===== src/design/rkc3_pkg.sv =====
// Shared types and constants of the 3x3 RGB convolution block.
`default_nettype none
package rkc3_pkg;
	localparam int CH_W         = 8;
	localparam int RGB_W        = 3 * CH_W;
	localparam int PIX_W        = RGB_W + 1;
	localparam int SEL_BIT      = RGB_W;
	localparam int POS_W        = 11;
	localparam int CFG_REG_W    = 12;
	localparam int HEIGHT_LIMIT = 2048;
	localparam int CH_MAX       = 255;
	localparam int WIN_N        = 9;
	localparam int REG_IDX_W    = 3;

	typedef enum logic [REG_IDX_W-1:0] {
		REG_LINE_WIDTH   = 3'd0,
		REG_FRAME_HEIGHT = 3'd1,
		REG_KERNEL_TOP   = 3'd2,
		REG_KERNEL_MID   = 3'd3,
		REG_KERNEL_BOT   = 3'd4
	} reg_idx_t;

	// One filter job: window in raster order (row*3+col), RGB only.
	typedef struct packed {
		logic [WIN_N-1:0][RGB_W-1:0] pixels;
		logic [POS_W-1:0]            column;
		logic [POS_W-1:0]            row;
		logic                        last;
	} rkc3_job_t;
endpackage
`default_nettype wire


===== src/design/rkc3_stream_if.sv =====
// Pixel and result stream interfaces.
`default_nettype none


interface rkc3_res_if import rkc3_pkg::*; ();
	logic             valid;
	logic             ready;
	logic [CH_W-1:0]  out_red;
	logic [CH_W-1:0]  out_green;
	logic [CH_W-1:0]  out_blue;
	logic [POS_W-1:0] out_column;
	logic [POS_W-1:0] out_row;
	logic             frame_last;

	modport source (output valid, out_red, out_green, out_blue, out_column, out_row, frame_last,
		input ready);
	modport sink (input valid, out_red, out_green, out_blue, out_column, out_row, frame_last,
		output ready);
endinterface
`default_nettype wire


===== src/design/rkc3_back.sv =====
// Back end: multiply-accumulate, normalizing divide, clamp, result register.
`default_nettype none
module rkc3_back import rkc3_pkg::*; #(
	parameter int COEF_BITS = 8
) (
	input  wire logic                   clk,
	input  wire logic                   arst_n,
	input  rkc3_job_t                   job,
	input  wire logic                   job_valid,
	output logic                        job_ready,
	input  wire logic [3*COEF_BITS-1:0] kernel_top_row,
	input  wire logic [3*COEF_BITS-1:0] kernel_middle_row,
	input  wire logic [3*COEF_BITS-1:0] kernel_bottom_row,
	rkc3_res_if.source                  res
);
	localparam int AW    = COEF_BITS + 13;
	localparam int NW    = COEF_BITS + 4;
	localparam int PW    = COEF_BITS + CH_W + 1;
	localparam int CNT_W = $clog2(AW);

	typedef enum logic [2:0] {S_IDLE, S_MAC, S_PREP, S_DIV, S_OUT} state_t;
	state_t state_q;

	rkc3_job_t               job_q;
	logic [1:0]              i_q, j_q;
	logic signed [AW-1:0]    acc_q [3];
	logic signed [NW-1:0]    norm_q;
	logic [AW-1:0]           dvd_q [3];
	logic [NW:0]             rem_q [3];
	logic                    neg_q [3];
	logic [NW-1:0]           dsr_q;
	logic [CNT_W-1:0]        cnt_q;

	logic [3*COEF_BITS-1:0]  krow;
	logic signed [COEF_BITS-1:0] coef;
	logic [3:0]              widx;
	logic [RGB_W-1:0]        wpix;
	logic signed [PW-1:0]    prod [3];
	logic [NW:0]             rem_sh [3];
	logic [NW:0]             rem_sub [3];
	logic                    qbit [3];

	function automatic logic [CH_W-1:0] clamp_acc(input logic signed [AW-1:0] v);
		if (v < 0)
			return '0;
		else if (v > AW'(CH_MAX))
			return CH_W'(CH_MAX);
		else
			return v[CH_W-1:0];
	endfunction

	function automatic logic [CH_W-1:0] clamp_quo(input logic neg, input logic [AW-1:0] q);
		if (neg)
			return '0;
		else if (q > AW'(CH_MAX))
			return CH_W'(CH_MAX);
		else
			return q[CH_W-1:0];
	endfunction

	always_comb begin
		case (i_q)
			2'd0:    krow = kernel_top_row;
			2'd1:    krow = kernel_middle_row;
			default: krow = kernel_bottom_row;
		endcase
		coef = krow[j_q*COEF_BITS +: COEF_BITS];
		widx = {1'b0, i_q, 1'b0} + {2'b00, i_q} + {2'b00, j_q};
		wpix = job_q.pixels[widx];
		for (int c = 0; c < 3; c++)
			prod[c] = PW'(coef) * PW'($signed({1'b0, wpix[(2-c)*CH_W +: CH_W]}));
	end

	// one restoring divide step per channel
	always_comb begin
		for (int c = 0; c < 3; c++) begin
			rem_sh[c]  = {rem_q[c][NW-1:0], dvd_q[c][AW-1]};
			qbit[c]    = (rem_sh[c] >= {1'b0, dsr_q});
			rem_sub[c] = qbit[c] ? rem_sh[c] - {1'b0, dsr_q} : rem_sh[c];
		end
	end

	assign job_ready = (state_q == S_IDLE);

	always_ff @(posedge clk or negedge arst_n) begin
		if (!arst_n) begin
			state_q   <= S_IDLE;
			res.valid <= 1'b0;
		end else begin
			unique case (state_q)
				S_IDLE: begin
					if (job_valid)
						state_q <= S_MAC;
				end
				S_MAC: begin
					if (i_q == 2'd2 && j_q == 2'd2)
						state_q <= S_PREP;
				end
				S_PREP: begin
					if (norm_q == '0) begin
						res.valid <= 1'b1;
						state_q   <= S_OUT;
					end else begin
						state_q <= S_DIV;
					end
				end
				S_DIV: begin
					if (cnt_q == '0) begin
						res.valid <= 1'b1;
						state_q   <= S_OUT;
					end
				end
				S_OUT: begin
					if (res.ready) begin
						res.valid <= 1'b0;
						state_q   <= S_IDLE;
					end
				end
				default: state_q <= S_IDLE;
			endcase
		end
	end

	// datapath
	always_ff @(posedge clk) begin
		unique case (state_q)
			S_IDLE: begin
				job_q  <= job;
				i_q    <= '0;
				j_q    <= '0;
				norm_q <= '0;
				for (int c = 0; c < 3; c++)
					acc_q[c] <= '0;
			end
			S_MAC: begin
				for (int c = 0; c < 3; c++)
					acc_q[c] <= acc_q[c] + AW'(prod[c]);
				norm_q <= norm_q + NW'(coef);
				if (j_q == 2'd2) begin
					j_q <= '0;
					i_q <= i_q + 2'd1;
				end else begin
					j_q <= j_q + 2'd1;
				end
			end
			S_PREP: begin
				dsr_q <= norm_q[NW-1] ? NW'(-norm_q) : NW'(norm_q);
				cnt_q <= CNT_W'(AW - 1);
				for (int c = 0; c < 3; c++) begin
					dvd_q[c] <= acc_q[c][AW-1] ? AW'(-acc_q[c]) : AW'(acc_q[c]);
					rem_q[c] <= '0;
					neg_q[c] <= acc_q[c][AW-1] ^ norm_q[NW-1];
				end
				if (norm_q == '0) begin
					res.out_red    <= clamp_acc(acc_q[0]);
					res.out_green  <= clamp_acc(acc_q[1]);
					res.out_blue   <= clamp_acc(acc_q[2]);
					res.out_column <= job_q.column;
					res.out_row    <= job_q.row;
					res.frame_last <= job_q.last;
				end
			end
			S_DIV: begin
				cnt_q <= cnt_q - CNT_W'(1);
				for (int c = 0; c < 3; c++) begin
					rem_q[c] <= rem_sub[c];
					dvd_q[c] <= {dvd_q[c][AW-2:0], qbit[c]};
				end
				if (cnt_q == '0) begin
					res.out_red    <= clamp_quo(neg_q[0], {dvd_q[0][AW-2:0], qbit[0]});
					res.out_green  <= clamp_quo(neg_q[1], {dvd_q[1][AW-2:0], qbit[1]});
					res.out_blue   <= clamp_quo(neg_q[2], {dvd_q[2][AW-2:0], qbit[2]});
					res.out_column <= job_q.column;
					res.out_row    <= job_q.row;
					res.frame_last <= job_q.last;
				end
			end
			S_OUT: begin
			end
			default: begin
			end
		endcase
	end
endmodule
`default_nettype wire


===== src/flat_wrapper.sv =====
// flat-port wrapper written by rule: the top's interface ports become plain ports
module rkc3_back_flat import rkc3_pkg::*;
#(
	parameter int COEF_BITS = 8
)
  (clk, arst_n, job, job_valid, job_ready, kernel_top_row, kernel_middle_row, kernel_bottom_row, res_valid, res_out_red, res_out_green, res_out_blue, res_out_column, res_out_row, res_frame_last, res_ready);
  rkc3_res_if res_i ();
  input  wire logic clk;
  input  wire logic arst_n;
  input  rkc3_job_t job;
  input  wire logic job_valid;
  output logic job_ready;
  input  wire logic [3*COEF_BITS-1:0] kernel_top_row;
  input  wire logic [3*COEF_BITS-1:0] kernel_middle_row;
  input  wire logic [3*COEF_BITS-1:0] kernel_bottom_row;
  output wire logic [$bits(res_i.valid)-1:0] res_valid;
  output wire logic [$bits(res_i.out_red)-1:0] res_out_red;
  output wire logic [$bits(res_i.out_green)-1:0] res_out_green;
  output wire logic [$bits(res_i.out_blue)-1:0] res_out_blue;
  output wire logic [$bits(res_i.out_column)-1:0] res_out_column;
  output wire logic [$bits(res_i.out_row)-1:0] res_out_row;
  output wire logic [$bits(res_i.frame_last)-1:0] res_frame_last;
  input wire logic [$bits(res_i.ready)-1:0] res_ready;
  assign res_valid = res_i.valid;
  assign res_out_red = res_i.out_red;
  assign res_out_green = res_i.out_green;
  assign res_out_blue = res_i.out_blue;
  assign res_out_column = res_i.out_column;
  assign res_out_row = res_i.out_row;
  assign res_frame_last = res_i.frame_last;
  assign res_i.ready = res_ready;
  rkc3_back #(.COEF_BITS(COEF_BITS)) u_core (.clk(clk), .arst_n(arst_n), .job(job), .job_valid(job_valid), .job_ready(job_ready), .kernel_top_row(kernel_top_row), .kernel_middle_row(kernel_middle_row), .kernel_bottom_row(kernel_bottom_row), .res(res_i));
endmodule

===== config.mk =====
export PLATFORM = sky130hd
export DESIGN_NAME = rkc3_back_flat
export DESIGN_NICKNAME = d
export VERILOG_FILES = /design/src/design/rkc3_pkg.sv /design/src/design/rkc3_stream_if.sv /design/src/design/rkc3_back.sv /design/src/flat_wrapper.sv
export SDC_FILE = /design/constraint.sdc
export NUM_CORES = 1
export LEC_CHECK = 0
export BUFFER_PORTS_ARGS = -buffer_cell sky130_fd_sc_hd__buf_2
export CAP_MARGIN = 20
export CORE_MARGIN = 3
export CORE_UTILIZATION = 54
export DETAILED_ROUTE_END_ITERATION = 8
export PLACE_DENSITY = 0.85
export SYNTH_ARGS = -nofsm -noshare
export SYNTH_HDL_FRONTEND = slang
export SYNTH_SLANG_ARGS = --single-unit

===== constraint.sdc =====
create_clock -name clk -period 18.6 [get_ports clk]
set_input_delay 1.86 -clock clk [delete_from_list [all_inputs] [get_ports clk]]
set_output_delay 1.86 -clock clk [all_outputs]
set_load 0.05 [all_outputs]

* Yosys cells after proc, flatten, opt, wreduce, memory -nomap -nowiden
Memory sizes are Yosys's and may differ from the RTL's.
Cells that the tools add are included.
** Operators by class
- Add/sub/neg operators :: 16
- Multipliers :: 3
- Magnitude comparators :: 13
- Equality and inequality tests :: 13
- Shift-type cells :: 1
- Multiplexer cells :: 73
- Bitwise operators :: 12
- Reduce and logical (&&, ||, !) cells :: 12
** Operators with widths (count)
- $mux W21 :: 9
- $mux W8 :: 18
- $bmux W24 S4 :: 1
- $mux W13 :: 6
- $add A21 B17 Y21 :: 3
- $gt A21 B8 Y1 const B :: 3
- $gt A21 B9 Y1 const B :: 3
- $lt A21 B1 Y1 const B :: 3
- $neg A21 Y21 :: 3
- $mux W11 :: 5
- $mul A8 B9 Y17 :: 3
- $pmux W24 S2 :: 1
- $pmux W8 S2 :: 3
- $pmux W11 S2 :: 2
- $ge A13 B12 Y1 :: 3
- $sub A13 B12 Y13 :: 3
- $mux W24 :: 1
- $pmux W12 S2 :: 1
- $shiftx A24 B6 Y8 :: 1
- $mux W3 :: 5
- $pmux W3 S5 :: 1
- $mux W1 :: 13
- $add A12 B8 Y12 :: 1
- $logic_not A12 Y1 :: 1
- 29 further kinds :: 50
** Word-level totals
- Flip-flop bits (word level) :: 323
- RAM bits :: 168
- Input port bits :: 315
- Output and inout port bits :: 49
- Memories :: 4
** Memories
- u_core.acc_q :: depth 3, bits a word 21, rd ports 3, clocked after Yosys merged registers in 0, write ports 3, line rkc3_back.sv:26 : logic signed [AW-1:0] acc_q [3];
- u_core.dvd_q :: depth 3, bits a word 21, rd ports 3, clocked after Yosys merged registers in 0, write ports 3, line rkc3_back.sv:28 : logic [AW-1:0] dvd_q [3];
- u_core.rem_q :: depth 3, bits a word 13, rd ports 3, clocked after Yosys merged registers in 0, write ports 3, line rkc3_back.sv:29 : logic [NW:0] rem_q [3];
- u_core.neg_q :: depth 3, bits a word 1, rd ports 3, clocked after Yosys merged registers in 0, write ports 3, line rkc3_back.sv:30 : logic neg_q [3];

* Logic depth before layout (Yosys ltp)
Gate-level depths: netlist (run 1).
- Word-level depth :: 7
- Depth in mapped cells :: 29
- Gate-level depth less buffers :: 26

* Worst setup path after synthesis (run 1)
Ideal clock, no wire load.
- Path kind :: flip-flop to output port
- Start :: register u_core.state_q[0]
- End :: output job_ready
- Arrival time :: 17.783 ns
- Data required time :: 16.740 ns
- Path slack :: -1.043 ns
- Cell stages (with the launch flop) :: 3
- Buffers on the path :: 1
- Cell sequence :: dfrtp_1 clkbuf_1 nor3_1
** Between the ends
- Longest elaborated chain between the ends :: 1
** Ends and longest elaborated chain
- start: declaration :: line rkc3_back.sv:22 : state_t state_q;
- start signal: assignment :: line rkc3_back.sv:87 : state_q <= S_IDLE;
- start signal: assignment :: line rkc3_back.sv:93 : state_q <= S_MAC;
- start signal: assignment :: line rkc3_back.sv:97 : state_q <= S_PREP;
- $logic_not A3 Y1 :: line rkc3_back.sv:83 : assign job_ready = (state_q == S_IDLE);
- end: declaration :: line flat_wrapper.sv:12 : output logic job_ready;
No other way between the ends.

==> results of run 1 <==
## cell type report
| class | count | area share (%) |
|---|---|---|
| Multi-Input combinational cell | 1849 | 43.30 |
| Sequential cell | 488 | 40.95 |
| Timing Repair Buffer | 389 | 5.756 |
| Clock buffer | 63 | 3.816 |
| Tap cell | 756 | 2.647 |
| Inverter | 238 | 2.500 |
| Clock inverter | 30 | 0.9629 |
| Antenna cell | 9 | 0.06302 |
## registers in the layout (all words and copies together), names as in the netlist, 5 cells and up
signal,cells
u_core.dvd_q,63
u_core.rem_q,36
u_core.acc_q,63
u_core.res.out_green,8
u_core.res.out_red,8
u_core.cnt_q,5
u_core.norm_q,12
u_core.job_q,239
u_core.res.out_blue,8
u_core.res.out_row,11
u_core.dsr_q,12
u_core.res.out_column,11
## layout by cell type (no fill, tap or decap), types with 9 or more instances in the layout
| cell type | count |
|---|---|
| nor2_1 | 305 |
| mux2i_1 | 57 |
| a22o_1 | 9 |
| o31ai_1 | 27 |
| xor2_1 | 53 |
| clkbuf_16 | 53 |
| inv_1 | 235 |
| clkbuf_1 | 10 |
| xnor2_1 | 95 |
| a211oi_1 | 29 |
| and2_1 | 9 |
| edfxtp_1 | 484 |
| nand2b_1 | 20 |
| a21o_1 | 16 |
| ha_1 | 252 |
| nand3_1 | 29 |
| buf_2 | 363 |
| buf_4 | 22 |
| clkinv_1 | 12 |
| nor4_1 | 15 |
| diode_2 | 9 |
| fa_1 | 158 |
| nor3_1 | 34 |
| o21a_1 | 20 |
| or2_2 | 16 |
| a31oi_1 | 12 |
| nand2_1 | 201 |
| a22oi_1 | 14 |
| or3_1 | 13 |
| mux4_2 | 48 |
| nor2b_1 | 18 |
| and3_1 | 24 |
| a21oi_1 | 98 |
| o21ai_0 | 164 |
| or4_1 | 10 |
| nand4_1 | 13 |
## per-stage QoR
stage / hold WS, ps / utilization, % / std cells / instance area [um2] / setup slack, ps
floorplan: 400.3 / - / 2664 / 31280 / 6463
global placement: 400.2 / 59.73 / 3716 / 33940 / 9880
detailed placement: 404.5 / 59.75 / 3717 / 33950 / 9817
CTS: 415.5 / 62.75 / 3810 / 35660 / 9933
global route: 422.7 / 62.88 / 3819 / 35730 / 9432
finish: 417.1 / 62.89 / 3822 / 35740 / 9816
## logic make-up (layout without fill, tap and decap cells)
logic type               after synthesis  count (layout)  synth area share (%)
AND/OR/NAND/NOR                      729             729                 10.46
flip-flops                           488             488                 46.79
AO/OA/AOI/OAI                        455             455                 9.056
adder cells (fa/ha/maj)              412             412                 20.30
buffers and inverters                327             720                 3.976
XOR/XNOR                             148             148                 4.144
multiplexers                         105             105                 5.280
other                                  0               9                     0
## final timing paths
check	startpoint	slack [ps]	end	cells past startpoint
max in group asynchronous	arst_n	17430	u_core.state_q[0]	1
min in group asynchronous	arst_n	1060	u_core.res.valid	1
hold / removal	u_core.job_q[15]	420	u_core.res.out_column[3]	0
hold reg to reg	u_core.job_q[15]	420	u_core.res.out_column[3]	0
setup reg to reg	u_core.j_q[1]	9820	u_core.acc_q[0][41]	22
setup / recovery	u_core.j_q[1]	9820	u_core.acc_q[0][41]	22
## per-layer routing
layer,share of wire (%),global-route usage [%]
met1,38,33.44
met2,48,42.69
met3,9.3,5.725
met4,4.3,9.824
met5,0.051,0
## critical path: cells and delay by family, from the launching register on
family | cells | cell delay, ps
buffers and inverters | 1 | 580
flip-flops | 1 | 510
multiplexers | 2 | 730
AND/OR/NAND/NOR | 5 | 630
AO/OA/AOI/OAI | 5 | 1920
adder cells (fa/ha/maj) | 9 | 4140
==> impl_metrics.yaml, run 1 <==
global_routing:
  grt_max_degree: 150
  grt_pass1_wl_um: 122000
  grt_pass1_vias: 22060
  grt_overflow: 0
  grt_antenna_before_repair: 11
  track_usage_pct: 25.81
routing:
  ant_nets: 0
  vias_per_cell: 5.900
  wire_per_inst_um: 20.97
  drtPass1Iterations: 6
  wirelength_um: 80150
  drt_iter0_drc: 2314
  drcViolationCount: 0
  dr_total_vias: 22550
clock_network:
  cts.sinks: 488
  cts_root_buf: "clkbuf_16"
  post_cts_buffers: 0
  cts_made_buffers: 51
  clock_latency_ps: 610
  cts_max_path_buffers: 3
  htreeDepth: 2
  holdBufCountCts: 0
  clk_pin_slew_ps: 60
  cts_tree: "built"
  cts-resized-gates: 0
die:
  fp.dieW_um: 246.7
  die-area_mm2: 0.06085
  die_height_um: 246.7
  start_util_pct: 55.05
  coreArea_mm2: 0.05682
  core.rowCount: 87
  io_pins: 364
sta:
  rsz0062_at_grt: "false"
  worst_slew_pin_slew_ps: 1051
  maxSlewViolCount: 0
  setup-tns-final_ps: 0
  setup_viol: 0
  final_hold_viol_count: 0
  finalCriticalPeriod_ps: 8784
  fmax_mhz: 113.8
  skew_ps: 35.13
  slew_headroom_pct: 29.91
  timing.final.crit_share_pct: 47.22
synth:
  synth_flop_cell: "edfxtp_1"
  synthTopCellsByCount: "edfxtp_1, nor2_1, ha_1"
  synthesis.nets: 3391
  syn_area_per_cell_um2: 11.74
  yosysTopAreaCellShare_pct: 46.47
  yosys_warnings: 0
  syn_inst: 2664
  ys_async_sr_fraction_pct: 0.8197
  synth-seq-cells: 488
  yosysTopAreaCell: "edfxtp_1"
  synth_cell_types: 66
  yosysSeqAreaShare_pct: 46.79
  synth.most_common_cell: "edfxtp_1"
  synthTopCellsByArea: "edfxtp_1, fa_1, ha_1, nor2_1, mux4_2"
  synth_area_mm2: 0.03128
  synth_edf_count: 484
setup_path:
  critPathMaxFanout: 49
  crit_required_ps: 18930
  arrival_ps: 9110
  start_kind: "flip-flop"
  crit_path_frequent_cell: "fa_1"
  worstSetupEndpointType: "flip-flop"
  cp_slowest_cell: "a21oi_1"
  crit_type: "flip-flop to flip-flop"
  crit_path_max_incr_delay_ps: 620
  crit_chain: "fa_1 > ha_1 > fa_2 > buf_4 > mux4_2 > mux2i_1 > nor2_1 > a21oi_1 > nor2_1 > fa_1 > fa_1 > fa_1 > fa_1 > fa_1 > ha_1 > o21a_1 > a2111oi_0 > nor4b_1 > a211o_1 > o2111ai_1 > and3_1 > nor3_1"
flow_run:
  max_cap_violations: 0
hold_path:
  hp-class: "flip-flop to flip-flop"
layout:
  drive_above_1_share_pct: 17.96
  area.sequential_mm2: 0.01463
  multi_input_area_mm2: 0.01547
  syn2layout_area_growth_pct: 14.25
  fillers: 4120
  layout.nets: 3744
place:
  gp_congestion: 0.8801
  numPortBuffers: 363
  detailed_place_hpwl_um: 57040
run_status:
  outcome: "complete, no violations"
Power of run 1 is left out: the tool's default activity adds up to more than one toggle a clock period on the data nets, which glitch-free logic cannot reach.
==> run 2: changes to the inputs <==
CORE_UTILIZATION = 60   (was 54)
PLACE_DENSITY = 0.89   (was 0.85)
clock period = 9.22 ns   (was 18.6 ns; I/O delays follow)
==> run 2 against run 1 <==
Compared with the run above: clock skew fell by 3.4 ps; cell count fell by 2.0%; non-clock buffer count rose by 11; register-to-register slack got worse by 9300 ps; core utilization rose by 6.3 points; global-route usage rose by 2.7 points; design area fell by 0.43%; critical path depth rose by 1; die area fell by 9.8%; routed wire length fell by 2.7%; worst hold slack got worse by 270 ps.
==> impl_metrics.yaml, run 2 (synthesis results as in run 1) <==
place:
  place_ws_ps: 664.2
  detailed_place_hpwl_um: 58220
  gp_congestion: 0.9210
  numPortBuffers: 363
die:
  die-area_mm2: 0.05491
  fp.dieW_um: 234.3
  die_height_um: 234.3
  coreArea_mm2: 0.05141
  io_pins: 364
  core.rowCount: 83
  start_util_pct: 60.85
layout:
  layout.nets: 3755
  drive_above_1_share_pct: 18.18
  top_regs: "u_core.job_q x239, u_core.acc_q x63, u_core.dvd_q x63"
  final_cell_mix: "edfxtp_1, buf_2, nor2_1"
  syn2layout_area_growth_pct: 13.76
  largest_reg_flops: 239
  largest-register: "u_core.job_q"
  layout_commonest_cell: "edfxtp_1"
sta:
  setup_ws_ps: 534.2
  worst_slew_pin_slew_ps: 1030
  timing.final.crit_share_pct: 94.21
  skew_ps: 31.70
  slew_headroom_pct: 31.36
  setup_viol: 0
  maxSlewViolCount: 0
  rsz0062_at_grt: "false"
  setup-tns-final_ps: 0
  final_hold_viol_count: 0
  finalCriticalPeriod_ps: 8686
  fmax_mhz: 115.1
setup_path:
  rr_worst_depth: 23
  r2r_setup_slack_ps: 530
  r2r_end: "u_core.acc_q[0][17]"
  crit_required_ps: 9520
  start_kind: "flip-flop"
  crit_end: "u_core.acc_q[0][17]"
  arrival_ps: 8990
  crit_start: "u_core.j_q[1]"
  crit_type: "flip-flop to flip-flop"
  critPathMaxFanout: 22
  r2r-start: "u_core.j_q[1]"
  worstSetupEndpointType: "flip-flop"
clock_network:
  post_cts_buffers: 0
  cts_max_path_buffers: 3
  cts_made_buffers: 51
  cts.sinks: 488
  clk_pin_slew_ps: 60
  cts_tree: "built"
  clock_latency_ps: 600
  holdBufCountCts: 0
  cts_root_buf: "clkbuf_16"
  cts-resized-gates: 0
  htreeDepth: 2
routing:
  drtPass1Iterations: 8
  wire_per_inst_um: 20.83
  dr_total_vias: 22360
  vias_per_cell: 5.971
  wirelength_um: 78000
  ant_nets: 0
  drcViolationCount: 0
  drt_iter0_drc: 2114
run_status:
  outcome: "complete, no violations"
global_routing:
  track_usage_pct: 28.54
  grt_antenna_before_repair: 3
  grt_max_degree: 186
  grt_pass1_wl_um: 122000
  grt_pass1_vias: 23170
  grt_overflow: 0
flow_run:
  max_cap_violations: 0
hold_path:
  hp-class: "primary input to async pin"
==> run 2: cell count changes in the layout (fill, tap and decap cells not counted), moves of 2 or more <==
cell	delta
buf_4	+13
diode_2	-7
clkbuf_1	-4
bufinv_16	-3
clkinv_1	+2
clkinvlp_4	+2
==> run 2: how the worst min path moves through the flow <==
stage | from | end | slack, ps | cells past startpoint
6_report | arst_n | u_core.state_q[2] | 140 | 1
5_1_grt | arst_n | u_core.state_q[1] | 120 | 1
4_1_cts | arst_n | u_core.state_q[1] | 110 | 1
3_5_place_dp | u_core.job_q[21] | u_core.res.out_column[9] | 400 | 0
3_3_place_gp | u_core.job_q[8] | u_core.res.out_row[7] | 400 | 0
2_1_floorplan | u_core.job_q[0] | u_core.res.frame_last | 400 | 0
==> run 2: through the flow <==
| step | hold slack (ps) | instances | cell area, um2 | util, % |
|---|---|---|---|---|
| floorplan | 400.3 | 2664 | 31290 | - |
| global placement | 400.2 | 3654 | 33950 | 66.05 |
| detailed placement | 404.5 | 3654 | 33950 | 66.05 |
| CTS | 106.8 | 3742 | 35560 | 69.17 |
| global route | 122.9 | 3744 | 35580 | 69.22 |
| finish | 142.4 | 3745 | 35580 | 69.22 |
==> run 2: critical path, stage by stage (launching register included) <==
cell      delay (ps)
edfxtp_1         500
fa_1             530
ha_1             230
fa_2             990
buf_4            270
mux4_2           300
mux2i_1          180
nor2_1            70
a21oi_1          560
nand2_1          170
fa_1             550
fa_1             540
inv_1             60
fa_1             520
fa_1             580
fa_1             420
ha_1             360
o21ai_0          170
o21bai_1         150
o311a_1          330
a311oi_1         430
a21oi_1          170
nor3_1           210
nor3_1            70
==> run 2: layout make-up <==
type,count,area (um2)
clock buffer,59,1349
fill,3389,15820
sequential,488,14630
inverter,238,893.4
tap,680,850.8
timing repair buffer,400,2120
multi-input combinational,1849,15470
antenna,2,5.005
clock inverter,29,257.7
==> run 2: layer usage <==
metal  global-route usage [%]  wire (um)
met1                    35.97      29090
met4                    12.95       3619
met5                        0         11
met3                    5.284       6307
met2                    48.33      38970
Power of run 2 is left out for the same reason.
