**src/design/rkc3_pkg.sv**
```systemverilog
// Shared types and constants of the 3x3 RGB convolution block.
`default_nettype none
package rkc3_pkg;
	localparam int CH_W         = 8;
	localparam int RGB_W        = 3 * CH_W;
	localparam int PIX_W        = RGB_W + 1;
	localparam int SEL_BIT      = RGB_W;
	localparam int POS_W        = 11;
	localparam int CFG_REG_W    = 12;
	localparam int HEIGHT_LIMIT = 2048;
	localparam int CH_MAX       = 255;
	localparam int WIN_N        = 9;
	localparam int REG_IDX_W    = 3;

	typedef enum logic [REG_IDX_W-1:0] {
		REG_LINE_WIDTH   = 3'd0,
		REG_FRAME_HEIGHT = 3'd1,
		REG_KERNEL_TOP   = 3'd2,
		REG_KERNEL_MID   = 3'd3,
		REG_KERNEL_BOT   = 3'd4
	} reg_idx_t;

	// One filter job: window in raster order (row*3+col), RGB only.
	typedef struct packed {
		logic [WIN_N-1:0][RGB_W-1:0] pixels;
		logic [POS_W-1:0]            column;
		logic [POS_W-1:0]            row;
		logic                        last;
	} rkc3_job_t;
endpackage
`default_nettype wire

```
**src/design/rkc3_queue.sv**
```systemverilog
// Two-entry job queue between front and back end.
`default_nettype none
module rkc3_queue import rkc3_pkg::*; (
	input  wire logic clk,
	input  wire logic arst_n,
	input  wire logic push,
	input  rkc3_job_t push_job,
	output logic      not_full,
	input  wire logic pop,
	output rkc3_job_t pop_job,
	output logic      not_empty
);
	rkc3_job_t  slot_q [2];
	logic       wr_q, rd_q;
	logic [1:0] cnt_q;
	logic       do_push, do_pop;

	assign not_full  = (cnt_q != 2'd2);
	assign not_empty = (cnt_q != 2'd0);
	assign do_push   = push && not_full;
	assign do_pop    = pop && not_empty;
	assign pop_job   = slot_q[rd_q];

	always_ff @(posedge clk or negedge arst_n) begin
		if (!arst_n) begin
			wr_q  <= 1'b0;
			rd_q  <= 1'b0;
			cnt_q <= '0;
		end else begin
			if (do_push)
				wr_q <= ~wr_q;
			if (do_pop)
				rd_q <= ~rd_q;
			if (do_push && !do_pop)
				cnt_q <= cnt_q + 2'd1;
			else if (do_pop && !do_push)
				cnt_q <= cnt_q - 2'd1;
		end
	end

	always_ff @(posedge clk) begin
		if (do_push)
			slot_q[wr_q] <= push_job;
	end
endmodule
`default_nettype wire

```
**config.mk**
```make
export PLATFORM = sky130hd
export DESIGN_NAME = rkc3_queue
export DESIGN_NICKNAME = d
export VERILOG_FILES = /design/src/design/rkc3_pkg.sv /design/src/design/rkc3_queue.sv
export SDC_FILE = /design/constraint.sdc
export NUM_CORES = 1
export LEC_CHECK = 0
export ABC_CLOCK_PERIOD_IN_PS = 24200
export BUFFER_PORTS_ARGS = -buffer_cell sky130_fd_sc_hd__buf_2
export CAP_MARGIN = 30
export CORE_ASPECT_RATIO = 1.75
export CORE_MARGIN = 2
export CORE_UTILIZATION = 50
export DETAILED_ROUTE_END_ITERATION = 8
export GPL_ROUTABILITY_DRIVEN = 1
export PLACE_DENSITY = 0.73
export SLEW_MARGIN = 10
export SYNTH_ARGS = -nofsm -noshare
export SYNTH_HDL_FRONTEND = slang
export SYNTH_SLANG_ARGS = --single-unit
```
**constraint.sdc**
```tcl
create_clock -name clk -period 24.2 [get_ports clk]
set_input_delay 7.26 -clock clk [delete_from_list [all_inputs] [get_ports clk]]
set_output_delay 7.26 -clock clk [all_outputs]
set_load 0.01 [all_outputs]
```
======== Word level (Yosys, flattened, before mapping) ========
Memory sizes are Yosys's and may differ from the RTL's.
Index checks and enable logic that the tools add are counted.
word-level totals
  register bits ........................... 4
  bits in writable memories ............... 478
  input port bits ......................... 243
  output and inout bits ................... 241
  memories kept ........................... 1
operators by class
  add/sub/neg operators ................... 2
  equality and inequality tests ........... 1
  multiplexer cells ....................... 4
  bitwise logic cells ..................... 2
  reduce and logical (&&, ||, !) cells .... 8
memories
  name    depth  width  read ports  clocked after Yosys merged registers in  write ports  RTL line          text
  slot_q  2      239    1           0                                        1            rkc3_queue.sv:13  rkc3_job_t slot_q [2];
operator list
  operator                                                            count
  1-bit logical AND                                                   4
  2-bit 2-to-1 mux                                                    2
  2-bit nonzero test                                                  2
  2-bit by 1-bit adder with 2-bit output, second input constant       1
  1-bit zero test                                                     2
  1-bit 2-to-1 mux                                                    2
  2-bit inequality test, second input constant                        1
  1-bit NOT                                                           2
  2-bit by 1-bit subtractor with 2-bit output, second input constant  1

======== Logic depth before layout (Yosys ltp) ========
Gate-level depths: netlist of the first run.
  depth after elaboration ................. 6
  gate-level depth with buffers ........... 7
  gate-level depth less buffers ........... 7

======== Worst setup path after synthesis of the first run ========
No wires, ideal clock.
  path kind ............................... input -> register
  from .................................... input port push
  to ...................................... memory slot_q[0][0] (netlist name), enable pin
  setup time .............................. 0.843 ns
  arrival time ............................ 17.253 ns
  required time ........................... 23.357 ns
  setup slack ............................. 6.104 ns
  cell stages on the path ................. 2
  path buffers ............................ 0
  cell sequence ........................... nand2_1 > nor2_1
between the ends
  cells in the longest elaborated chain, start to end .. 3
RTL lines
  item                                    RTL line          text
  start: declaration                      rkc3_queue.sv:6   input wire logic push,
  1-bit logical AND                       rkc3_queue.sv:20  assign do_push = push && not_full;
  1-bit 2-to-1 mux                        rkc3_queue.sv:42  if (do_push)
  1-bit 2-to-1 mux (implied by the code)  rkc3_queue.sv:43  slot_q[wr_q] <= push_job;
  end: declaration                        rkc3_queue.sv:13
No other way between the ends.

==> summary.txt, run 1 <==
Status
  – Status: complete, no violations

Die
  – Die Width: 149 um
  – Starting Density: about half
  – Row cnt: 93
  – Die H: 258 um
  – IO Pins: approximately 480
  – Die Area: about 39000 um2
  – Core footprint: around 37000 um2

Global route
  – Vias in the first global route: 9397
  – First-pass GRT wire length: 54600 um
  – GRT overflow: 0
  – Gr usage total: 19.1%
  – Initial antenna violation count: 16
  – Pin count of the biggest net entering global routing: 128

Place
  – Post-Place Setup Slack: 14.27 ns
  – Post-DP HPWL: about 26000 um
  – # port buffers: 483
  – Placer Congestion: 0.807
  – Placed cell areas: 21200 um2
  – Placed insts: 1706

Critical path
  – Max incr delay on CP: ~1.1 ns
  – Crit-path max FO: 54
  – Logic depth of the worst setup path including buffers: 4
  – CP Capture Point: pop_job[236]
  – Slowest stage cell on the critical path: dfrtp_4
  – Crit path from: rd_q$_DFFE_PN0P_
  – Crit end category: output pin
  – Reg2Reg Depth: 6
  – Critical Path RT: 16.94 ns
  – Startpoint types: flop
  – Reg2reg setup slack: roughly 21 ns
  – R2r endpoint: slot_q[0][128]$_DFFE_PP_
  – Buf/Inv on CP: 3
  – Worst R2R Start: cnt_q[0]$_DFFE_PN0P_
  – CP Cell Sequence: buf_4 > buf_12 > mux2_2 > buf_2
  – Critical Path AT: 3.13 ns
  – Worst path top cell family by delay: buffers and inverters
  – WS Path Type: flop to output pin

Layout
  – Fin cells: between 1500 and 2000
  – Multi-input logic area: 3540 um2
  – Area grow syn2layout: 22.0%
  – Layout cell share with drive strength beyond 1: 60.8%
  – Seq. cell area: 14500 um2
  – Final core utilization: between 60% and 70%
  – Final non-filler cell area: 22500 um2
  – Fill cell count: 2653
  – Layout net count: 1520

Synth
  – Synthesized cell area: 18500 um2
  – Synth area leaders: edfxtp_1 78%, mux2_4 16%, buf_12 2.4%
  – Post-synth EDFFs: 478
  – Sequential area share after synthesis: approximately four fifths
  – Yosys top cell by area: edfxtp_1
  – Net count after synthesis: 1006
  – Mapped Cells: 762
  – Adder-Cell Fraction of Synth Area: 0.0678%
  – Synth warnings: 0
  – Largest family of logic cells by synthesized area: multiplexers
  – Synth Area in Compound Gates: 0%
  – Synth cell count leaders: 478 x edfxtp_1, 200 x mux2_4, 39 x mux2_2, 22 x buf_12
  – Post-synthesis xor/xnor area fraction: less than 1%
  – #FFs+latches synth: 482
  – Simple-gate portion of the synthesized area: 0.183%
  – Main synth FF type: edfxtp_1
  – Most common cell in the netlist: edfxtp_1
  – Post-synth top area share: 77.7%
  – Async SR Flop Fraction: 0.830%
  – Yosys cell types: 16
  – Synth Area per Inst: roughly 24 um2
  – Multiplexer share of the synthesized area: about a fifth

Clock network
  – Clock latency on the worst-skew pair: roughly 0.53 ns
  – Postcts setup bufs: 0
  – Clock-pin slew on the worst setup and hold paths: 0.06 ns
  – CTS Buf Count: 42
  – CTS max path bufs: 3
  – CTS H-Tree Depth: 2
  – CTS tree: built
  – CTS Hold Bufs: 0
  – Root Driver: clkbuf_16
  – Number of gates resized after cts: 0
  – TritonCTS sink count: 482

Power and ir drop
  – Pint: 1.93 mW
  – Clock share of power: 22.5%
  – Pwr Density: 121 nW/um2
  – Leak: 8.94 nW
  – Psw: roughly 800 uW
  – Worst vdd ir: approximately 0.15 mV
  – Comb pwr share: 33.2%
  – Sequential Power Share: between 40% and 50%
  – Overall Power: 2.73 mW
  – Sw frac: 29.2%

Timing
  – Setup violations, final: 0
  – Slew headroom: 31.9%
  – Slew Viols, Final: 0
  – Fmax: between 90 and 100 MHz
  – Worst-Margin Slew: just over 1 ns
  – Min Clock Period, post-route: 10.39 ns
  – RSZ-0062 raised after global routing: no
  – Fin Setup TNS: 0 ns
  – Final WS setup: between 10 and 15 ns
  – Hold Slack: 0.498 ns
  – Tcrit/Tclk final: 42.9%
  – Hold Vio Cnt, Final: 0
  – Clock Skew: ~0.0077 ns

Routing
  – First DRT Iteration DRCs: between 400 and 500
  – Residual DRC: 0
  – Post-route ant nets: 0
  – Vias post-DR: 8903
  – Final wirelength: 38000 um
  – Drt wl/cell: 21.2 um
  – Via density: approximately 5.0
  – DR pass1 iterations: 4

Run
  – Max_cap viols: 0

Worst hold path
  – Hold Crit Class: flop to flop
==> cells in the final DEF, fill, tap and decap left out <==
| master | synthesis | routed |
|---|---|---|
| buf_2 | 4 | 483 |
| edfxtp_1 | 478 | 478 |
| mux2_4 | 200 | 200 |
| clkbuf_16 | 0 | 45 |
| mux2_2 | 39 | 39 |
| diode_2 | 0 | 15 |
| clkbuf_1 | 0 | 12 |
| clkinv_1 | 0 | 7 |
| buf_4 | 0 | 7 |
| clkinv_2 | 0 | 6 |
| buf_16 | 0 | 5 |
| xnor2_1 | 3 | 3 |
| dfrtp_1 | 4 | 3 |
| nand2_1 | 2 | 2 |
| xor2_1 | 2 | 2 |
| clkinvlp_4 | 0 | 2 |
| buf_12 | 22 | 2 |
| nand2b_1 | 1 | 1 |
| inv_1 | 1 | 1 |
| or2_2 | 1 | 1 |
| and3_4 | 0 | 1 |
| nor2_4 | 0 | 1 |
| nor2_1 | 2 | 1 |
| ha_1 | 1 | 1 |
| dfrtp_4 | 0 | 1 |
==> cells by family after synthesis <==
logic type / count (synthesis)
xor+xnor: 5
fa+ha+maj: 1
buf+inv: 28
flops: 482
mux: 239
simple gates: 7
==> power groups by stage <==
stage	clock [mW]	combinational, mW	sequential (mW)
after floorplan	0	0.672	1.26
after global placement	0	0.893	1.22
after detailed placement	0	0.913	1.23
after CTS	0.630	0.916	1.21
after global routing	0.660	0.964	1.22
final	0.613	0.906	1.21
==> layer usage <==
layer,track usage (%),up-vias,part of all wire [%]
met5,0,-,0.037
met4,10.6,2,5.0
met3,5.49,92,7.1
met2,34.3,343,54
met1,19.7,4380,34
li1,-,4086,-
==> worst min-delay path by stage <==
stage	endpoint	slack, ns	startpoint	cells after the start
6_report	cnt_q[1]$_DFFE_PN0P_	0.50	cnt_q[1]$_DFFE_PN0P_	1
5_1_grt	cnt_q[1]$_DFFE_PN0P_	0.53	cnt_q[1]$_DFFE_PN0P_	1
4_1_cts	cnt_q[1]$_DFFE_PN0P_	0.50	cnt_q[1]$_DFFE_PN0P_	1
3_5_place_dp	cnt_q[1]$_DFFE_PN0P_	0.49	cnt_q[1]$_DFFE_PN0P_	1
3_3_place_gp	cnt_q[1]$_DFFE_PN0P_	0.48	cnt_q[1]$_DFFE_PN0P_	1
2_1_floorplan	cnt_q[1]$_DFFE_PN0P_	0.46	cnt_q[1]$_DFFE_PN0P_	1
==> worst register-to-register path, stage by stage, from the launching register on <==
cell	delay, ns
dfrtp_1	0.42
nand2b_1	0.18
nand2_1	0.14
nor2_4	0.48
buf_4	0.49
buf_16	0.32
buf_4	0.64
==> registers in the layout, indices dropped and copies added (netlist names) <==
signal / flops
wr_q: 1
slot_q: 478
cnt_q: 2
rd_q: 1
==> area by class of cell <==
cell class              count  share of cell area (%)
clock inverters            15                   0.317
well taps                 475                    2.64
repair buffers            497                    11.8
inverters                   1                  0.0167
diodes                     15                   0.167
clock buffers              57                    5.20
flip-flops and latches    482                    64.2
multi-input cells         252                    15.7
(Power assumes the default switching activity.)
==> run 2: changes to the inputs <==
--- a/config.mk
+++ b/config.mk
@@ -5,7 +5,8 @@
 export SDC_FILE = /design/constraint.sdc
 export NUM_CORES = 1
 export LEC_CHECK = 0
-export ABC_CLOCK_PERIOD_IN_PS = 24200
+export ABC_AREA = 1
+export ABC_CLOCK_PERIOD_IN_PS = 9800
 export BUFFER_PORTS_ARGS = -buffer_cell sky130_fd_sc_hd__buf_2
 export CAP_MARGIN = 30
 export CORE_ASPECT_RATIO = 1.75
@@ -13,7 +14,7 @@
 export CORE_UTILIZATION = 50
 export DETAILED_ROUTE_END_ITERATION = 8
 export GPL_ROUTABILITY_DRIVEN = 1
-export PLACE_DENSITY = 0.73
+export PLACE_DENSITY = 0.74
 export SLEW_MARGIN = 10
 export SYNTH_ARGS = -nofsm -noshare
 export SYNTH_HDL_FRONTEND = slang
==> constraint.sdc (replaced) <==
create_clock -name clk -period 9.8 [get_ports clk]
set_input_delay 2.94 -clock clk [delete_from_list [all_inputs] [get_ports clk]]
set_output_delay 2.94 -clock clk [all_outputs]
set_load 0.01 [all_outputs]
==> run 2 against run 1 <==
Compared with the run above:
- power grew to 2.5 times the previous value
- sequential power increased by 140%
- critical path depth is 1 higher
- via count increased by 26%
- core utilization up 1.6 points
- first-iteration DRC count up 53%
- clock power rose to 3.0 times the previous value
- non-clock buffer count down 2
- cell count is 27% higher
- count of clock-buffer cells in the layout decreased by 6
==> summary.txt, run 2 <==
Layout
  – Fill cell count: around 2600
  – Area grow syn2layout: 25.0%
  – Layout cell share with drive strength beyond 1: 31.7%
  – Most frequent cells in the layout: 727 x nand2_1, 483 x buf_2, 478 x edfxtp_1
  – Most common cell after layout, fill and taps aside: nand2_1
  – Top flop regs: slot_q: 478 flops, cnt_q: 2 flops
  – Fin cells: 2282
  – Final core utilization: a little over three fifths
  – Final non-filler cell area: around 22000 um2
  – Largest Register: slot_q
  – Max reg flops: 478
  – Layout net count: 2008

Clock network
  – Clock latency on the worst-skew pair: 0.54 ns
  – CTS H-Tree Depth: 2
  – Clock-pin slew on the worst setup and hold paths: 0.07 ns
  – CTS max path bufs: 3
  – CTS Hold Bufs: 0
  – Postcts setup bufs: 0
  – CTS Buf Count: 43
  – CTS tree: built
  – TritonCTS sink count: 482
  – Root Driver: clkbuf_16
  – Number of gates resized after cts: 0

Synth
  – Synth area leaders: edfxtp_1 81%, nand2_1 15%, buf_2 0.77%
  – Most common cell in the netlist: nand2_1
  – Post-synth EDFFs: 478
  – Sequential area share after synthesis: 82.0%
  – Net count after synthesis: 1521
  – Synth warnings: 0
  – Yosys cell types: 15
  – Post-synth top area share: 81.4%
  – Async SR Flop Fraction: 0.830%
  – Yosys top cell by area: edfxtp_1
  – Synthesized cell area: 17600 um2
  – Synth Area per Inst: 13.8 um2
  – #FFs+latches synth: roughly 480
  – Synth cell count leaders: 727 x nand2_1, 478 x edfxtp_1, 27 x buf_2, 13 x buf_4, 12 x buf_6
  – Main synth FF type: edfxtp_1
  – Mapped Cells: 1277

Critical path
  – WS Path Type: flop to output pin
  – Crit-path max FO: 68
  – Critical Path RT: about 7 ns
  – Crit end category: output pin
  – Startpoint types: flop
  – Critical Path AT: roughly 3.1 ns

Power and ir drop
  – Overall Power: 6.87 mW
  – Worst vdd ir: 0.240 mV
  – Pwr Density: 312 nW/um2
  – Leak: between 9 and 10 nW

Global route
  – Initial antenna violation count: 23
  – Pin count of the biggest net entering global routing: 153
  – Vias in the first global route: 11100
  – First-pass GRT wire length: 59700 um
  – GRT overflow: 0
  – Gr usage total: 21.0%

Routing
  – Post-route ant nets: 0
  – DR pass1 iterations: 5
  – Via density: approximately 4.9
  – Residual DRC: 0
  – First DRT Iteration DRCs: 621
  – Vias post-DR: 11200
  – Drt wl/cell: between 15 and 20 um
  – Final wirelength: 40800 um

Place
  – # port buffers: 483
  – Placed cell areas: 20400 um2
  – Placed insts: 2183
  – Placer Congestion: 0.861
  – Post-Place Setup Slack: 4.35 ns
  – Post-DP HPWL: 27200 um

Worst hold path
  – Hold Crit Class: flop to flop

Timing
  – Min Clock Period, post-route: approximately 6 ns
  – RSZ-0062 raised after global routing: no
  – Clock Skew: 0.0178 ns
  – Slew headroom: 31.8%
  – Tcrit/Tclk final: 61.2%
  – Hold Slack: 0.514 ns
  – Setup violations, final: 0
  – Hold Vio Cnt, Final: 0
  – Worst-Margin Slew: 1.02 ns
  – Final WS setup: 3.80 ns
  – Slew Viols, Final: 0
  – Fin Setup TNS: 0 ns
  – Fmax: 167 MHz

Die
  – Die Area: 36900 um2
  – Die Width: 146 um
  – Row cnt: 91
  – Die H: between 200 and 300 um
  – Core footprint: 35000 um2
  – IO Pins: 484
  – Starting Density: 50.5%

Run
  – Max_cap viols: 0

Status
  – Status: complete, no violations
-- run 2: cell count changes after synthesis, sizes merged, moves of 2 or more --
cell | before | now
buf | 27 | 52
nand2 | 2 | 727
nand3 | 0 | 2
inv | 1 | 7
mux2 | 239 | 0
xnor2 | 3 | 1
-- run 2: critical path: stages, from the launching register on --
cell and delay [ns]:
dfrtp_4 0.67, buf_4 0.63, buf_4 0.70, nand2_1 0.13
nand2_1 0.11, buf_2 0.13
-- run 2: worst paths after layout --
kind                                       from                  endpoint  slack, ns  depth (start not counted)
max                            rd_q$_DFFE_PN0P_              pop_job[149]       3.80                          5
min                        cnt_q[0]$_DFFE_PN0P_      cnt_q[0]$_DFFE_PN0P_       0.51                          1
max reg2reg                cnt_q[0]$_DFFE_PN0P_  slot_q[0][107]$_DFFE_PP_       7.40                          5
min reg2reg                cnt_q[0]$_DFFE_PN0P_      cnt_q[0]$_DFFE_PN0P_       0.51                          1
max in group asynchronous                arst_n          rd_q$_DFFE_PN0P_       7.48                          1
min in group asynchronous                arst_n          wr_q$_DFFE_PN0P_       2.19                          1
-- run 2: power by group --
part	internal [mW]	switching [mW]	total, mW
logic	0.664	1.46	2.12
registers	2.82	0.128	2.95
clock network	1.08	0.724	1.81
total	4.57	2.31	6.87
-- run 2: logic make-up (layout without fill, tap and decap cells) --
family        count (synthesis)  count (layout)  synth area share (%)
xor+xnor                      2               2                0.0993
flops                       482             482                  82.0
other cells                   0              19                     0
buf+inv                      60             581                  2.27
simple gates                732             732                  15.6
fa+ha+maj                     1               1                0.0709
-- run 2: area by class of cell --
type                       instances  area (um2)  share of cell area (%)
clock buffer                      51        1150                    5.21
multi-input combinational        735        2800                    12.7
antenna                           19        47.5                   0.216
clock inverter                    28         383                    1.74
tap                              465         582                    2.64
timing repair buffer             495        2590                    11.8
inverter                           7        31.3                   0.142
sequential                       482       14500                    65.6
-- run 2: per-layer routing --
metal	track usage (%)	routed length, um	up-vias
met1	22.6	13900	5280
met5	0	80	-
li1	-	-	5308
met2	36.5	21100	492
met3	6.41	3550	125
met4	12.4	2160	12
==> run 3: changes to the inputs <==
--- a/config.mk
+++ b/config.mk
@@ -6,15 +6,15 @@
 export NUM_CORES = 1
 export LEC_CHECK = 0
 export ABC_AREA = 1
-export ABC_CLOCK_PERIOD_IN_PS = 9800
+export ABC_CLOCK_PERIOD_IN_PS = 4800
 export BUFFER_PORTS_ARGS = -buffer_cell sky130_fd_sc_hd__buf_2
 export CAP_MARGIN = 30
 export CORE_ASPECT_RATIO = 1.75
 export CORE_MARGIN = 2
-export CORE_UTILIZATION = 50
+export CORE_UTILIZATION = 47
 export DETAILED_ROUTE_END_ITERATION = 8
 export GPL_ROUTABILITY_DRIVEN = 1
-export PLACE_DENSITY = 0.74
+export PLACE_DENSITY = 0.73
 export SLEW_MARGIN = 10
 export SYNTH_ARGS = -nofsm -noshare
 export SYNTH_HDL_FRONTEND = slang
==> constraint.sdc (replaced) <==
create_clock -name clk -period 4.8 [get_ports clk]
set_input_delay 1.44 -clock clk [delete_from_list [all_inputs] [get_ports clk]]
set_output_delay 1.44 -clock clk [all_outputs]
set_load 0.01 [all_outputs]
==> run 3 against run 2 <==
Compared with the run above:
- first-iteration DRC count down 7.9%
- register-to-register slack got worse by 4.5 ns
- sequential power increased by 100%
- clock power grew 85%
- global-route usage decreased by 1.1 points
- sequential share of layout area up 0.40 points
- cell area down 0.61%
- via count decreased by 0.59%
- count of clock-buffer cells in the layout grew 1
- wire length shrank 0.35%
- largest power group unchanged
==> summary.txt, run 3 (synthesis results as in run 2) <==
Timing
  – Fin Setup TNS: 0 ns
  – Hold Vio Cnt, Final: 0
  – Slew headroom: 36.6%
  – Clock Skew: 0.0170 ns
  – Fmax: between 200 and 300 MHz
  – Min Clock Period, post-route: 3.89 ns
  – Setup violations, final: 0
  – Tcrit/Tclk final: 81.0%
  – Slew Viols, Final: 0
  – Worst-Margin Slew: 0.951 ns
  – RSZ-0062 raised after global routing: no

Routing
  – Vias post-DR: between 10000 and 15000
  – First DRT Iteration DRCs: 572
  – Drt wl/cell: 17.8 um
  – Via density: 4.87
  – DR pass1 iterations: 6
  – Post-route ant nets: 0
  – Final wirelength: 40700 um
  – Residual DRC: 0

Critical path
  – CP Cell Sequence: buf_4 > nand2_1 > nand2_1 > buf_2
  – Critical Path AT: 2.45 ns
  – WS Path Type: flop to output pin
  – Reg2Reg Depth: 5
  – CP dominant cell by count: nand2_1
  – Slowest stage cell on the critical path: buf_4
  – Worst R2R Start: cnt_q[0]$_DFFE_PN0P_
  – R2r endpoint: slot_q[0][199]$_DFFE_PP_
  – Crit-path max FO: 90
  – Crit end category: output pin
  – Startpoint types: flop
  – Critical Path RT: around 3.4 ns
  – Reg2reg setup slack: 2.88 ns
  – Max incr delay on CP: between 0.7 and 0.8 ns

Clock network
  – Clock latency on the worst-skew pair: 0.53 ns
  – TritonCTS sink count: 482
  – CTS Buf Count: 42
  – CTS Hold Bufs: 0
  – Number of gates resized after cts: 0
  – CTS tree: built
  – CTS max path bufs: 3
  – Postcts setup bufs: 0
  – Clock-pin slew on the worst setup and hold paths: 0.06 ns
  – Root Driver: clkbuf_16
  – CTS H-Tree Depth: 2

Place
  – Post-DP HPWL: 27100 um
  – # port buffers: a little under 500
  – Placer Congestion: ~0.83

Worst hold path
  – Worst Hold Launch: cnt_q[0]$_DFFE_PN0P_
  – Hold Crit Class: flop to flop
  – Hold Crit Endpoint: cnt_q[0]$_DFFE_PN0P_
  – Hold path cells: 1

Die
  – Starting Density: 47.8%
  – Core footprint: 36900 um2
  – Die H: 260 um
  – Row cnt: 93
  – IO Pins: between 400 and 500
  – Die Area: 39200 um2
  – Die Width: 150 um

Layout
  – Seq. cell area: roughly 14000 um2
  – Largest Register: slot_q
  – Fill cell count: 2890
  – Layout cell share with drive strength beyond 1: 31.0%
  – Area grow syn2layout: 24.2%
  – Layout net count: 2004
  – Final core utilization: 59.4%
  – Top flop regs: slot_q: 478 flops, cnt_q: 2 flops
  – Max reg flops: 478
  – Most frequent cells in the layout: 726 x nand2_1, 483 x buf_2, 478 x edfxtp_1
  – Most common cell after layout, fill and taps aside: nand2_1
  – Multi-input logic area: 2810 um2

Power and ir drop
  – Pwr Density: 624 nW/um2
  – Overall Power: 13.7 mW
  – Worst vdd ir: 0.418 mV
  – Leak: 9.38 nW

Global route
  – Pin count of the biggest net entering global routing: 127
  – Gr usage total: between 10% and 20%
  – GRT overflow: 0
  – Initial antenna violation count: 27
  – First-pass GRT wire length: 59300 um
  – Vias in the first global route: 11100

Status
  – Status: complete, no violations

Run
  – Max_cap viols: 0
[run 3: area by class of cell]
class / count / share of cell area, %
multi-input cells: 735 / 12.8
diodes: 22 / 0.251
clock inverters: 23 / 0.988
flip-flops and latches: 482 / 66.0
inverters: 7 / 0.143
well taps: 475 / 2.71
clock buffers: 52 / 5.26
repair buffers: 492 / 11.8
[run 3: how the worst max path moves through the flow]
stage	endpoint	from	depth (start not counted)
6_report	pop_job[33]	rd_q$_DFFE_PN0P_	4
5_1_grt	pop_job[75]	rd_q$_DFFE_PN0P_	4
4_1_cts	pop_job[88]	rd_q$_DFFE_PN0P_	4
3_5_place_dp	pop_job[123]	rd_q$_DFFE_PN0P_	5
3_3_place_gp	pop_job[123]	rd_q$_DFFE_PN0P_	5
2_1_floorplan	slot_q[0][0]$_DFFE_PP_	push	2
[run 3: worst max-delay path: cells and delay by family (launching register included)]
family | cells | cell delay (ns)
DFF | 1 | 0.66
and+or+nand+nor | 2 | 0.25
buffers and inverters | 2 | 0.90
[run 3: power breakdown]
part           total, mW  leakage (nW)  internal, mW  switching [mW]
sequential          6.01          4.49          5.76           0.255
combinational       4.32          4.21          1.36            2.96
clock               3.34         0.668          1.92            1.42
total               13.7          9.38          9.04            4.63
[run 3: stage by stage]
step	instance area, um2	cells	setup WS (ns)	hold WS [ns]
floorplan	17700	1277	-0.677	0.462
global placement	20500	2191	1.46	0.482
detailed placement	20500	2191	1.46	0.496
CTS	21900	2266	0.877	0.509
global route	21900	2286	0.691	0.547
finish	21900	2288	0.910	0.501
[run 3: metal layers]
| metal | up-vias | global-route usage (%) | part of all wire, % | routed length, um |
|---|---|---|---|---|
| met5 | - | 0 | 0.22 | 89 |
| met4 | 14 | 13.2 | 5.7 | 2330 |
| met3 | 136 | 5.66 | 8.1 | 3310 |
| met2 | 456 | 35.2 | 54 | 21800 |
| met1 | 5246 | 20.2 | 32 | 13100 |
| li1 | 5299 | - | - | - |
